[config.mk]
export PLATFORM = sky130hd
export DESIGN_NAME = mvg_front_flat
export DESIGN_NICKNAME = d
export VERILOG_FILES = /design/src/mvg_pkg.sv /design/src/mvg_if.sv /design/src/mvg_front.sv /design/src/flat_wrapper.sv
export VERILOG_INCLUDE_DIRS = /design/src /design/src/src
export SDC_FILE = /design/constraint.sdc
export NUM_CORES = 1
export LEC_CHECK = 0
export BUFFER_PORTS_ARGS = -buffer_cell sky130_fd_sc_hd__buf_2
export CORE_MARGIN = 2
export CORE_UTILIZATION = 45
export DETAILED_ROUTE_END_ITERATION = 16
export PLACE_DENSITY = 0.73
export SLEW_MARGIN = 15
export SYNTH_ARGS = -nofsm -noshare
export SYNTH_HDL_FRONTEND = slang
export SYNTH_SLANG_ARGS = --single-unit
[constraint.sdc]
create_clock -name i_clk -period 5.6 [get_ports i_clk]
set_clock_uncertainty 0.15 [all_clocks]
set_input_delay 0.56 -clock i_clk [delete_from_list [all_inputs] [get_ports i_clk]]
set_output_delay 0.56 -clock i_clk [all_outputs]
set_load 0.05 [all_outputs]
[src/mesh_vertex_gradient_top_assert.svh]
// Concurrent assertion helpers, compiled out when ASSERT_OFF is set.
`ifndef MESH_VERTEX_GRADIENT_TOP_ASSERT_SVH
`define MESH_VERTEX_GRADIENT_TOP_ASSERT_SVH

`ifndef ASSERT_OFF
`define MVG_ASSERT(label, clk, rst_n, prop, msg) \
    label: assert property (@(posedge clk) disable iff (!rst_n) prop) else $error(msg);
`define MVG_ASSERT_NEXT(label, clk, rst_n, pre, post, msg) \
    label: assert property (@(posedge clk) disable iff (!rst_n) pre |=> post) else $error(msg);
`else
`define MVG_ASSERT(label, clk, rst_n, prop, msg)
`define MVG_ASSERT_NEXT(label, clk, rst_n, pre, post, msg)
`endif

`endif

[src/mvg_pkg.sv]
package mvg_pkg;

    localparam int COORD_BITS  = 32;
    localparam int FRAC_BITS   = 16;
    localparam int NORM_BITS   = 16;
    localparam int NORM_FRAC   = 14;
    localparam int ACC_BITS    = 64;
    localparam int AREA_BITS   = 48;

    localparam int REL_W       = COORD_BITS + 1;
    localparam int DOT_SUM_W   = REL_W + NORM_BITS + 2;
    localparam int DOT_W       = DOT_SUM_W - NORM_FRAC;
    localparam int OFF_W       = DOT_W + NORM_BITS - NORM_FRAC + 1;
    localparam int MA_W        = DOT_W;
    localparam int MB_W        = COORD_BITS;
    localparam int PROD_W      = MA_W + MB_W;
    localparam int DVD_W       = ACC_BITS + FRAC_BITS;
    localparam int QUO_W       = COORD_BITS + 1;
    localparam int SQRT_STEPS  = ACC_BITS / 2;
    localparam int CNT_W       = $clog2(DVD_W);

    localparam int QUEUE_DEPTH = 2;
    localparam int QPTR_W      = $clog2(QUEUE_DEPTH);
    localparam int QCNT_W      = $clog2(QUEUE_DEPTH + 1);

    typedef enum logic {
        KIND_HEADER   = 1'b0,
        KIND_NEIGHBOR = 1'b1
    } t_kind;

    typedef struct packed {
        t_kind                         kind;
        logic signed [COORD_BITS-1:0] pos_x;
        logic signed [COORD_BITS-1:0] pos_y;
        logic signed [COORD_BITS-1:0] pos_z;
        logic signed [NORM_BITS-1:0]  norm_x;
        logic signed [NORM_BITS-1:0]  norm_y;
        logic signed [NORM_BITS-1:0]  norm_z;
        logic signed [COORD_BITS-1:0] field_value;
        logic        [COORD_BITS-1:0] point_area;
        logic                          last;
    } t_item;

endpackage

[src/mvg_if.sv]
interface mvg_in_if;
    logic                                  valid;
    logic                                  ready;
    logic                                  cmd;
    logic signed [mvg_pkg::COORD_BITS-1:0] pos_x;
    logic signed [mvg_pkg::COORD_BITS-1:0] pos_y;
    logic signed [mvg_pkg::COORD_BITS-1:0] pos_z;
    logic signed [mvg_pkg::NORM_BITS-1:0]  norm_x;
    logic signed [mvg_pkg::NORM_BITS-1:0]  norm_y;
    logic signed [mvg_pkg::NORM_BITS-1:0]  norm_z;
    logic signed [mvg_pkg::COORD_BITS-1:0] field_value;
    logic        [mvg_pkg::COORD_BITS-1:0] point_area;
    logic                                  last;

    modport source (output valid, cmd, pos_x, pos_y, pos_z, norm_x, norm_y, norm_z,
                    field_value, point_area, last, input ready);
    modport sink   (input valid, cmd, pos_x, pos_y, pos_z, norm_x, norm_y, norm_z,
                    field_value, point_area, last, output ready);
endinterface


[src/mvg_front.sv]
`include "mesh_vertex_gradient_top_assert.svh"

module mvg_front (
    input  logic           i_clk,
    input  logic           i_rst_n,
    mvg_in_if.sink         i_in,
    output mvg_pkg::t_item o_item,
    output logic           o_item_valid,
    input  logic           i_item_ready
);
    import mvg_pkg::*;

    t_item             r_q [QUEUE_DEPTH];
    logic [QPTR_W-1:0] r_wp;
    logic [QPTR_W-1:0] r_rp;
    logic [QCNT_W-1:0] r_count;
    t_item             w_item;
    logic              w_push;
    logic              w_pop;

    always_comb begin
        w_item.kind        = t_kind'(i_in.cmd);
        w_item.pos_x       = i_in.pos_x;
        w_item.pos_y       = i_in.pos_y;
        w_item.pos_z       = i_in.pos_z;
        w_item.norm_x      = i_in.norm_x;
        w_item.norm_y      = i_in.norm_y;
        w_item.norm_z      = i_in.norm_z;
        w_item.field_value = i_in.field_value;
        w_item.point_area  = i_in.point_area;
        w_item.last        = i_in.last;
    end

    assign i_in.ready   = (r_count != QCNT_W'(QUEUE_DEPTH));
    assign w_push       = i_in.valid & i_in.ready;
    assign o_item_valid = (r_count != '0);
    assign o_item       = r_q[r_rp];
    assign w_pop        = o_item_valid & i_item_ready;

    always_ff @(posedge i_clk) begin
        if (w_push) begin
            r_q[r_wp] <= w_item;
        end
        if (!i_rst_n) begin
            r_wp    <= '0;
            r_rp    <= '0;
            r_count <= '0;
        end else begin
            if (w_push) begin
                r_wp <= r_wp + 1'b1;
            end
            if (w_pop) begin
                r_rp <= r_rp + 1'b1;
            end
            case ({w_push, w_pop})
                2'b10:   r_count <= r_count + 1'b1;
                2'b01:   r_count <= r_count - 1'b1;
                default: r_count <= r_count;
            endcase
        end
    end

    `MVG_ASSERT(a_count_bound, i_clk, i_rst_n, r_count <= QCNT_W'(QUEUE_DEPTH), "queue overfilled")
    `MVG_ASSERT(a_full_stalls, i_clk, i_rst_n, (r_count == QCNT_W'(QUEUE_DEPTH)) |-> !i_in.ready, "accept while full")
    `MVG_ASSERT_NEXT(a_push_counts, i_clk, i_rst_n, (w_push && !w_pop), (r_count == $past(r_count) + 1'b1), "lost item")

endmodule

[src/flat_wrapper.sv]
// flat-port wrapper written by rule: the top's interface ports become plain ports
module mvg_front_flat import mvg_pkg::*;
  (i_clk, i_rst_n, o_item, o_item_valid, i_item_ready, i_in_valid, i_in_cmd, i_in_pos_x, i_in_pos_y, i_in_pos_z, i_in_norm_x, i_in_norm_y, i_in_norm_z, i_in_field_value, i_in_point_area, i_in_last, i_in_ready);
  mvg_in_if i_in_i ();
  input  logic i_clk;
  input  logic i_rst_n;
  output mvg_pkg::t_item o_item;
  output logic o_item_valid;
  input  logic i_item_ready;
  input wire logic [$bits(i_in_i.valid)-1:0] i_in_valid;
  input wire logic [$bits(i_in_i.cmd)-1:0] i_in_cmd;
  input wire logic [$bits(i_in_i.pos_x)-1:0] i_in_pos_x;
  input wire logic [$bits(i_in_i.pos_y)-1:0] i_in_pos_y;
  input wire logic [$bits(i_in_i.pos_z)-1:0] i_in_pos_z;
  input wire logic [$bits(i_in_i.norm_x)-1:0] i_in_norm_x;
  input wire logic [$bits(i_in_i.norm_y)-1:0] i_in_norm_y;
  input wire logic [$bits(i_in_i.norm_z)-1:0] i_in_norm_z;
  input wire logic [$bits(i_in_i.field_value)-1:0] i_in_field_value;
  input wire logic [$bits(i_in_i.point_area)-1:0] i_in_point_area;
  input wire logic [$bits(i_in_i.last)-1:0] i_in_last;
  output wire logic [$bits(i_in_i.ready)-1:0] i_in_ready;
  assign i_in_i.valid = i_in_valid;
  assign i_in_i.cmd = i_in_cmd;
  assign i_in_i.pos_x = i_in_pos_x;
  assign i_in_i.pos_y = i_in_pos_y;
  assign i_in_i.pos_z = i_in_pos_z;
  assign i_in_i.norm_x = i_in_norm_x;
  assign i_in_i.norm_y = i_in_norm_y;
  assign i_in_i.norm_z = i_in_norm_z;
  assign i_in_i.field_value = i_in_field_value;
  assign i_in_i.point_area = i_in_point_area;
  assign i_in_i.last = i_in_last;
  assign i_in_ready = i_in_i.ready;
  mvg_front u_core (.i_clk(i_clk), .i_rst_n(i_rst_n), .i_in(i_in_i), .o_item(o_item), .o_item_valid(o_item_valid), .i_item_ready(i_item_ready));
endmodule
==> flow_summary_export.csv, run 1 <==
group,metric,value,unit
status,outcome,"finished clean",
drt,first_pass_drt_iterations,4,
cells_and_area,areaGrowthSynthToFinish,25.4,%
critical_path,critPathCaptureType,"primary output",
cells_and_area,final_nets,1345,
cts,cell_chosen_for_the_clock_root,"clkbuf_16",
timing,tcrit_tclk_final,0.606,
cts,cts_max_level,2,
drt,num_vias,7844,
grt,global_route_usage_over_all_layers,0.165,
critical_path,crit-reg2reg-capture,"u_core.r_q[0][177]$_DFFE_PP_",
grt,antenna_found_initial,7,
synthesis,yosys_warnings,0,
power,share_comb_of_total_power,0.360,
critical_path,critical_path.n_buffers_inverters,2,
worst_hold_path,min-delay-path-class,"in2reg",
cells_and_area,utilization,0.573,
synthesis,synth_flop_cell,"edfxtp_1",
placed_design,finalWeightedCongestion,0.756,
drt,vias_per_cell,4.88,
power,leakage,7.11,nW
drt,initialDrtViolationCount,300,
timing,final.min_clock_period,3.39,ns
synthesis,post_synth_instance_area,15400,um^2
power,sequentialPowerShare,0.395,
synthesis,synth.top_cell.area_share,0.820,
timing,timing.final.max_slew_violations,0,
synthesis,postSynthRegisterBits,425,
critical_path,critical_path_peak_fanout,119,
worst_hold_path,worst_hold_startpoint,"i_in_pos_x[17]",
critical_path,cp_slowest_stage_delay,0.79,ns
cts,cts_num_sinks,425,
floorplanning,die_h,189,um
cts,cts_inserted_buffers,43,
synthesis,post_synth_net_total,892,
flow_run,drv_cap,0,
critical_path,crit_path_start_kind,"flop",
floorplanning,initial_utilization,0.457,
grt,grt_max_degree,120,
synthesis,synth.cells.most_frequent,"edfxtp_1, mux2_2, buf_4, dfxtp_1",
placed_design,io_buffer_count,425,
critical_path,list_of_cells_traversed_by_the_critical_path,"buf_12 > mux2_2 > buf_2",
timing,fmaxAchievable,295,MHz
synthesis,synth_largest_area_cell,"edfxtp_1",
cells_and_area,number_of_filler_cells_placed_in_the_layout,2535,
power,switching_share,0.381,
critical_path,crit_slowest_cell,"dfxtp_4",
timing,grt_setup_unrepaired,"no",
power,power_report.internal_total,6.53,mW
power,worst_vdd_ir,445,uV
cts,cts.hold.buffers_added,0,
worst_hold_path,hold-path-cell-count,1,
worst_hold_path,hold_path_end,"u_core.r_q[0][194]$_DFFE_PP_",
synthesis,synthTopCellsByArea,"edfxtp_1, mux2_2, buf_4",
timing,totalNegativeSetupSlack,0,ns
timing,worst-slew-pin-transition,1.05,ns
critical_path,r2r_slack,2.77,ns
synthesis,synth_enable_flop_cells,420,
power,cellPowerDensity,547,nW/um^2
power,net_switching_power,4.01,mW
critical_path,critPathArrivalTime,2.68,ns
critical_path,critical_path_required,4.89,ns
placed_design,detailed_place_hpwl,20.1,mm
cells_and_area,multiInputGateArea,2500,um^2
floorplanning,fp.dieArea,35700,um^2
floorplanning,die_w,189,um
power,clock_power_share,0.245,
cts,cts_post_setup_buffers_inserted,0,
synthesis,yosysUniqueCellTypes,21,
floorplanning,core_footprint,33600,um^2
cts,clock_insertion_delay_worst_skew,0.55,ns
critical_path,timing.reg2reg.worst_path_depth,4,
synthesis,yosysMostFrequentCell,"edfxtp_1",
critical_path,cell_type_group_with_the_largest_total_delay_on_the_critical_path,"flip-flops",
grt,first_pass_grt_wire_length,44.8,mm
synthesis,number_of_cells_produced_by_synthesis,677,
critical_path,worstSetupPathType,"reg2out",
drt,wl,30.6,mm
synthesis,syn_area_per_cell,22.7,um^2
timing,slew_headroom,0.301,
cts,tritoncts_clock_tree,"done",
cts,clock_tree.buffer_depth,3,
cells_and_area,share_of_final_layout_standard_cells_stronger_than_drive_strength_1,0.604,
drt,ant_nets,0,
cells_and_area,sequential_cell_area,12700,um^2
cts,clk_transition_reported_paths,0.06,ns
floorplanning,num_io_pins,426,
drt,drt-wirelength-per-cell,19.0,um
grt,number_of_global_route_vias_before_repair,8190,
cts,post_cts_resize_count,0,
timing,final-hold-violation-count,0,
floorplanning,placementRows,67,
timing,final_setup_violation_count,0,
critical_path,r2r-start,"u_core.r_count[0]$_SDFFE_PN0P_",
synthesis,synth_sequential_area_ratio,0.827,
synthesis,proportion_of_register_bits_with_asynchronous_set_or_reset_after_synthesis,0,
drt,drcViolationCount,0,
grt,congestion_overflow_gr,0,
sequential cells by signal (all words and copies together) (netlist names), named ones only:
| signal | count |
|---|---|
| u_core.r_rp | 1 |
| u_core.r_count | 2 |
| u_core.r_wp | 1 |
| u_core.r_q | 420 |
metrics by stage:
stage	instance area, um^2	hold WS (ns)	std cells	setup slack [ns]	power [mW]
floorplan	15400	0.329	677	0.844	7.26
global placement	18000	0.348	1533	2.74	8.02
detailed placement	18000	0.385	1533	2.75	8.05
CTS	19300	0.00186	1603	2.14	10.7
global route	19300	0.0151	1607	2.07	10.9
finish	19300	0.0482	1609	2.21	10.5
cells in the final DEF (no fill, tap or decap):
cell type   instances
nor2b_1             2
a21boi_0            1
bufinv_16           1
buf_2             425
o21ai_0             1
clkinv_1            9
a21bo_2             1
o21a_1              1
mux2_2            210
and2_1              1
xnor2_1             3
ha_1                1
buf_12              4
dfxtp_4             1
buf_4               2
nand3b_1            1
and3_4              1
diode_2             6
clkinv_2            5
clkbuf_1            9
nand2_1             1
nand2b_1            1
clkinvlp_4          2
or2_2               1
clkbuf_16          45
or3_1               1
edfxtp_1          420
dfxtp_1             4
a21boi_1            1
cells by family after synthesis:
kind of cell	synth area share
and+or+nand+nor	0.00358
buffers and inverters	0.0110
adders and majority gates	0.000814
DFF	0.827
muxes	0.154
xor gates and xnor gates	0.00171
AOI/OAI and AO/OA	0.00244
power by group through the flow:
stage / Combinational [mW] / Clock, mW / Sequential (mW)
global route: 3.95 / 2.77 / 4.21
global placement: 3.81 / 0 / 4.21
finish: 3.80 / 2.58 / 4.17
detailed placement: 3.82 / 0 / 4.23
CTS: 3.84 / 2.66 / 4.17
floorplan: 3.07 / 0 / 4.19
area by class of cell:
class | count | share of cell area
flip-flops and latches | 425 | 0.660
multi-input cells | 228 | 0.130
inverters | 1 | 0.000389
diodes | 6 | 0.000779
clock buffers | 54 | 0.0602
clock inverters | 16 | 0.00500
repair buffers | 431 | 0.115
well taps | 448 | 0.0291
worst max-delay path by stage:
stage | start | to | slack [ns] | cells past startpoint
2_1_floorplan | u_core.r_count[0]$_SDFFE_PN0P_ | u_core.r_q[0][0]$_DFFE_PP_ | 0.84 | 3
3_3_place_gp | flop | o_item[198] | 2.74 | 3
3_5_place_dp | i_in_valid | u_core.r_q[0][57]$_DFFE_PP_ | 2.75 | 4
4_1_cts | flop | o_item[152] | 2.14 | 3
5_1_grt | flop | o_item[152] | 2.07 | 3
6_report | flop | o_item[198] | 2.21 | 3
per-layer routing:
layer | global-route usage | wire, um
met2 | 0.277 | 15200
met1 | 0.186 | 11400
met3 | 0.0667 | 3110
met5 | 0 | 13
met4 | 0.0778 | 958
(Power assumes the default switching activity.)
==> run 2: changes to the inputs <==
Settings changed: ABC_AREA set to 1, PLACE_DENSITY 0.73 to 0.7.
Clock period 5.6 ns to 3.2 ns, I/O delays scaled along.
==> run 2 against run 1 <==
Hold slack improved by 0.016 ns. Cell count rose by 15%. Clock-buffer cell count fell by 7. Critical path depth did not move. Clock power rose by 96%. Sequential power rose by 68%. Sequential cell count did not move. Routed wire length rose by 13%. Synthesized cell count rose by 1.8%. Critical endpoint is now o_item[173]. Largest cell class unchanged. Highest routed layer is now met4.
==> flow_summary_export.csv, run 2 <==
group,metric,value,unit
power,worst_vdd_ir,549,uV
grt,congestion_overflow_gr,0,
synthesis,proportion_of_register_bits_with_asynchronous_set_or_reset_after_synthesis,0,
power,leakage,8.20,nW
synthesis,yosys_warnings,0,
cts,cell_chosen_for_the_clock_root,"clkbuf_16",
timing,grt_setup_unrepaired,"no",
grt,global_route_usage_over_all_layers,0.188,
placed_design,finalWeightedCongestion,0.770,
placed_design,placed_cell_area,18200,um^2
critical_path,critPathCaptureType,"primary output",
flow_run,drv_cap,0,
synthesis,yosysMostFrequentCell,"edfxtp_1",
timing,timing.final.max_slew_violations,0,
synthesis,yosysUniqueCellTypes,14,
critical_path,critPathArrivalTime,2.26,ns
drt,drcViolationCount,0,
cts,clk_transition_reported_paths,0.06,ns
cells_and_area,finalNonFillerCells,1850,
cts,cts_post_setup_buffers_inserted,0,
power,cellPowerDensity,770,nW/um^2
synthesis,synth_largest_area_cell,"edfxtp_1",
cells_and_area,regMostFlops,"u_core.r_q",
power,post-layout-total-power,16.8,mW
synthesis,synth.cells.most_frequent,"edfxtp_1, mux2_2, buf_6, nand2_1, nor2_1",
cells_and_area,number_of_flip_flops_in_the_largest_register,420,
grt,antenna_found_initial,1,
cells_and_area,mostFrequentLayoutCell,"buf_2",
status,outcome,"finished clean",
timing,final-hold-violation-count,0,
synthesis,postSynthRegisterBits,425,
timing,final.hold.worst_slack,0.0642,ns
drt,drt-wirelength-per-cell,18.7,um
timing,final.min_clock_period,2.73,ns
cts,cts_num_sinks,425,
critical_path,r2r-start,"u_core.r_count[0]$_SDFFE_PN0P_",
critical_path,critical_path_peak_fanout,33,
placed_design,detailed_place_hpwl,21.1,mm
cts,tritoncts_clock_tree,"done",
drt,vias_per_cell,4.79,
floorplanning,die_w,189,um
cells_and_area,share_of_final_layout_standard_cells_stronger_than_drive_strength_1,0.518,
floorplanning,placementRows,67,
timing,setup_slack,0.469,ns
placed_design,io_buffer_count,425,
drt,ant_nets,0,
synthesis,synth.top_cell.area_share,0.816,
cts,cts.hold.buffers_added,213,
cells_and_area,finalInstanceArea,21800,um^2
synthesis,syn_area_per_cell,22.4,um^2
drt,wl,34.6,mm
timing,fmaxAchievable,366,MHz
cts,post_cts_resize_count,0,
cts,cts_inserted_buffers,43,
synthesis,synth_flop_cell,"edfxtp_1",
synthesis,post_synth_net_total,904,
cells_and_area,utilization,0.646,
worst_hold_path,worst_hold_startpoint,"i_in_valid",
grt,grt_max_degree,93,
critical_path,r2r_slack,1.19,ns
floorplanning,core_footprint,33700,um^2
timing,worst-slew-pin-transition,0.575,ns
cts,cts_max_level,2,
critical_path,critical_path_required,2.73,ns
synthesis,synth_enable_flop_cells,420,
grt,number_of_global_route_vias_before_repair,9653,
synthesis,number_of_cells_produced_by_synthesis,689,
worst_hold_path,min-delay-path-class,"in2reg",
cts,clock_tree.buffer_depth,3,
cells_and_area,top_regs,"u_core.r_q (420), u_core.r_count (2)",
grt,first_pass_grt_wire_length,52.0,mm
drt,initialDrtViolationCount,469,
floorplanning,num_io_pins,426,
critical_path,crit_path_start_kind,"flop",
cells_and_area,areaGrowthSynthToFinish,40.8,%
synthesis,post_synth_instance_area,15500,um^2
timing,final_setup_violation_count,0,
drt,num_vias,8863,
synthesis,synth_sequential_area_ratio,0.822,
cells_and_area,final_nets,1582,
timing,tcrit_tclk_final,0.853,
timing,totalNegativeSetupSlack,0,ns
timing,slew_headroom,0.616,
cts,clock_insertion_delay_worst_skew,0.53,ns
floorplanning,die_h,189,um
cells_and_area,highest_count_cells_in_the_layout_ignoring_fill_and_taps,"buf_2, edfxtp_1, dlygate4sd3_1",
placed_design,dpl.cell_count,1557,
floorplanning,initial_utilization,0.459,
critical_path,worstSetupPathType,"reg2out",
drt,first_pass_drt_iterations,4,
placed_design,dp_worst_setup_slack,0.989,ns
floorplanning,fp.dieArea,35900,um^2
synthesis,synthTopCellsByArea,"edfxtp_1, mux2_2, buf_6",
cells_and_area,number_of_filler_cells_placed_in_the_layout,2319,
[run 2: changes by cell type after synthesis, sizes merged, moves of 2 or more]
cell	previous run	this run
nor2	0	10
nand2	1	10
inv	1	5
xnor2	3	0
a21boi	2	0
nor2b	2	0
[run 2: final timing paths]
path	to	depth (start not counted)
hold / removal	u_core.r_wp$_SDFFE_PN0N_	4
setup reg to reg	u_core.r_q[1][17]$_DFFE_PP_	5
setup / recovery	o_item[173]	3
hold reg to reg	u_core.r_rp$_SDFFE_PN0P_	2
[run 2: report_power, final]
part           switching, mW  internal, mW  total (mW)  leakage [nW]
clock network           2.02          3.04        5.06         0.699
registers              0.185          6.82        7.01          3.97
logic                   3.31          1.38        4.70          3.53
total                   5.52          11.2        16.8          8.20
[run 2: cell type report]
| type | count | area, um^2 | share of cell area |
|---|---|---|---|
| repair buffers | 656 | 4490 | 0.206 |
| multi-input cells | 236 | 2530 | 0.116 |
| clock buffers | 47 | 1130 | 0.0521 |
| clock inverters | 32 | 313 | 0.0144 |
| inverters | 5 | 21.3 | 0.000977 |
| diodes | 1 | 2.50 | 0.000115 |
| flip-flops and latches | 425 | 12700 | 0.584 |
| well taps | 448 | 561 | 0.0257 |
[run 2: kinds of logic after synthesis]
| family | share of synthesized area |
|---|---|
| flip-flops | 0.822 |
| multiplexers | 0.153 |
| AND/OR/NAND/NOR | 0.00558 |
| buffers and inverters | 0.0176 |
| adder cells (fa/ha/maj) | 0.000809 |
| AO/OA/AOI/OAI | 0.00113 |
[run 2: critical path, cell delays in order (launching register included)]
cell and delay, ns:
dfxtp_4 0.70, buf_4 0.39, mux2_2 0.40, buf_2 0.22
[run 2: per-layer routing]
layer / vias up / GRT usage / share of wire
met5: - / 0 / 0
met4: 0 / 0.0722 / 0.034
met3: 81 / 0.0484 / 0.068
met2: 352 / 0.344 / 0.52
met1: 4332 / 0.209 / 0.37
li1: 4098 / - / -
==> run 3: changes to the inputs <==
Settings changed: CORE_ASPECT_RATIO set to 0.7, CORE_UTILIZATION 45 to 30, PLACE_DENSITY 0.7 to not set.
==> run 3 against run 2 <==
Sequential power shrank 0.6%. Total power shrank 2.8%. Hold slack gained 0.044 ns. Sequential share of layout area shrank 0.22 points. Maximum frequency grew 6.5%. Worst setup slack gained 0.17 ns. Critical path type unchanged.
==> flow_summary_export.csv, run 3 (synthesized netlist as in run 2, its figures left out) <==
group,metric,value,unit
cells_and_area,utilization,0.430,
critical_path,timing.reg2reg.worst_path_depth,7,
critical_path,critPathCaptureType,"primary output",
drt,ant_nets,0,
status,outcome,"finished clean",
timing,worst-slew-pin-transition,0.752,ns
critical_path,critical_path_required,2.73,ns
placed_design,dp_worst_setup_slack,1.22,ns
floorplanning,initial_utilization,0.304,
cts,cts_post_setup_buffers_inserted,0,
cts,cell_chosen_for_the_clock_root,"clkbuf_16",
cells_and_area,highest_count_cells_in_the_layout_ignoring_fill_and_taps,"buf_2, edfxtp_1, dlygate4sd3_1",
drt,wl,34.0,mm
cts,clock_insertion_delay_worst_skew,0.54,ns
grt,global_route_usage_over_all_layers,0.124,
power,switching_share,0.335,
placed_design,finalWeightedCongestion,0.770,
drt,initialDrtViolationCount,475,
cts,cts_inserted_buffers,43,
cts,clock_tree.buffer_depth,3,
power,power_report.internal_total,10.8,mW
floorplanning,die_h,194,um
critical_path,worstSetupPathType,"reg2out",
critical_path,critical_path_peak_fanout,86,
cells_and_area,top_regs,"u_core.r_q (420), u_core.r_count (2)",
critical_path,crit_path_start_kind,"flop",
grt,grt_max_degree,112,
power,clock_power_share,0.286,
drt,first_pass_drt_iterations,6,
timing,final.min_clock_period,2.57,ns
cells_and_area,finalInstanceArea,21900,um^2
power,cellPowerDensity,746,nW/um^2
timing,totalNegativeSetupSlack,0,ns
power,share_comb_of_total_power,0.287,
cts,tritoncts_clock_tree,"done",
cts,clk_transition_reported_paths,0.06,ns
timing,final_setup_violation_count,0,
timing,final-hold-violation-count,0,
placed_design,detailed_place_hpwl,21.3,mm
timing,setup_slack,0.635,ns
cells_and_area,number_of_flip_flops_in_the_largest_register,420,
critical_path,critPathArrivalTime,2.10,ns
power,leakage,8.10,nW
drt,drt-wirelength-per-cell,16.5,um
cells_and_area,share_of_final_layout_standard_cells_stronger_than_drive_strength_1,0.509,
cells_and_area,mostFrequentLayoutCell,"buf_2",
placed_design,placed_cell_area,18400,um^2
grt,congestion_overflow_gr,0,
floorplanning,core_footprint,50900,um^2
timing,timing.final.max_slew_violations,0,
cts,cts_num_sinks,425,
timing,grt_setup_unrepaired,"no",
worst_hold_path,hold-path-cell-count,4,
timing,slew_headroom,0.499,
power,worst_vdd_ir,557,uV
placed_design,io_buffer_count,425,
cells_and_area,antenna-diode-count,0,
cts,cts_max_level,2,
grt,antenna_found_initial,1,
timing,tcrit_tclk_final,0.802,
drt,num_vias,8670,
worst_hold_path,min-delay-path-class,"in2reg",
cells_and_area,areaGrowthSynthToFinish,41.3,%
floorplanning,die_w,275,um
drt,drcViolationCount,0,
cells_and_area,regMostFlops,"u_core.r_q",
grt,first_pass_grt_wire_length,52.0,mm
drt,vias_per_cell,4.20,
grt,number_of_global_route_vias_before_repair,9397,
power,net_switching_power,5.46,mW
flow_run,drv_cap,0,
floorplanning,placementRows,69,
cells_and_area,final_nets,1577,
power,sequentialPowerShare,0.428,
floorplanning,fp.dieArea,53400,um^2
timing,fmaxAchievable,390,MHz
floorplanning,num_io_pins,426,
-- run 3: cell types whose count changed in the layout (fill, tap and decap cells not counted) --
cell / change
buf_12: -1
clkbuf_1: +8
bufinv_16: -5
clkinvlp_4: -4
clkinv_4: +4
dlygate4sd3_1: +1
clkinv_2: -6
clkinv_1: -1
buf_4: -5
diode_2: -1
-- run 3: cell type report --
class / count / area [um^2]
Clock buffer: 55 / 1160
Clock inverter: 20 / 134
Inverter: 5 / 21.3
Sequential cell: 425 / 12700
Tap cell: 674 / 843
Timing Repair Buffer: 651 / 4450
Multi-Input combinational cell: 236 / 2530
Fill cell: 4544 / 29000
-- run 3: what timing repair did --
item                      CTS  global route
hold endpoints to repair  425             0
hold buffers              214             0
gates resized for setup     0             0
-- run 3: path summary, 6_finish.rpt --
path | slack, ns | end | startpoint
setup reg to reg | 1.03 | u_core.r_wp$_SDFFE_PN0N_ | u_core.r_count[1]$_SDFFE_PN0P_
hold reg to reg | 0.35 | u_core.r_rp$_SDFFE_PN0P_ | u_core.r_rp$_SDFFE_PN0P_
hold / removal | 0.11 | u_core.r_count[0]$_SDFFE_PN0P_ | i_in_valid
setup / recovery | 0.63 | o_item[148] | flop
-- run 3: stage by stage --
| step | hold slack (ns) | instances | power [mW] |
|---|---|---|---|
| 2_1_floorplan | 0.269 | 689 | 10.6 |
| 3_3_place_gp | 0.326 | 1777 | 11.5 |
| 3_5_place_dp | 0.335 | 1777 | 11.6 |
| 4_1_cts | 0.0593 | 2066 | 16.5 |
| 5_1_grt | 0.0923 | 2066 | 17.0 |
| 6_report | 0.109 | 2066 | 16.3 |
-- run 3: layer usage --
layer / track usage / routed length, um / share of wire
met5: 0 / 13 / 0.00038
met1: 0.154 / 14300 / 0.42
met3: 0.0421 / 2770 / 0.081
met2: 0.202 / 16100 / 0.47
met4: 0.0398 / 829 / 0.024
-- run 3: critical path, cell delays in order, from the launching register on --
cell and delay [ns]:
dfxtp_4 0.38, buf_12 0.32, mux2_2 0.43, buf_2 0.22
-- run 3: power groups by stage --
stage | logic, mW | clock network, mW | registers (mW)
floorplan | 3.52 | 0 | 7.09
global placement | 4.47 | 0 | 7.07
detailed placement | 4.49 | 0 | 7.08
CTS | 4.72 | 4.83 | 6.97
global route | 4.91 | 5.06 | 7.01
finish | 4.67 | 4.66 | 6.97
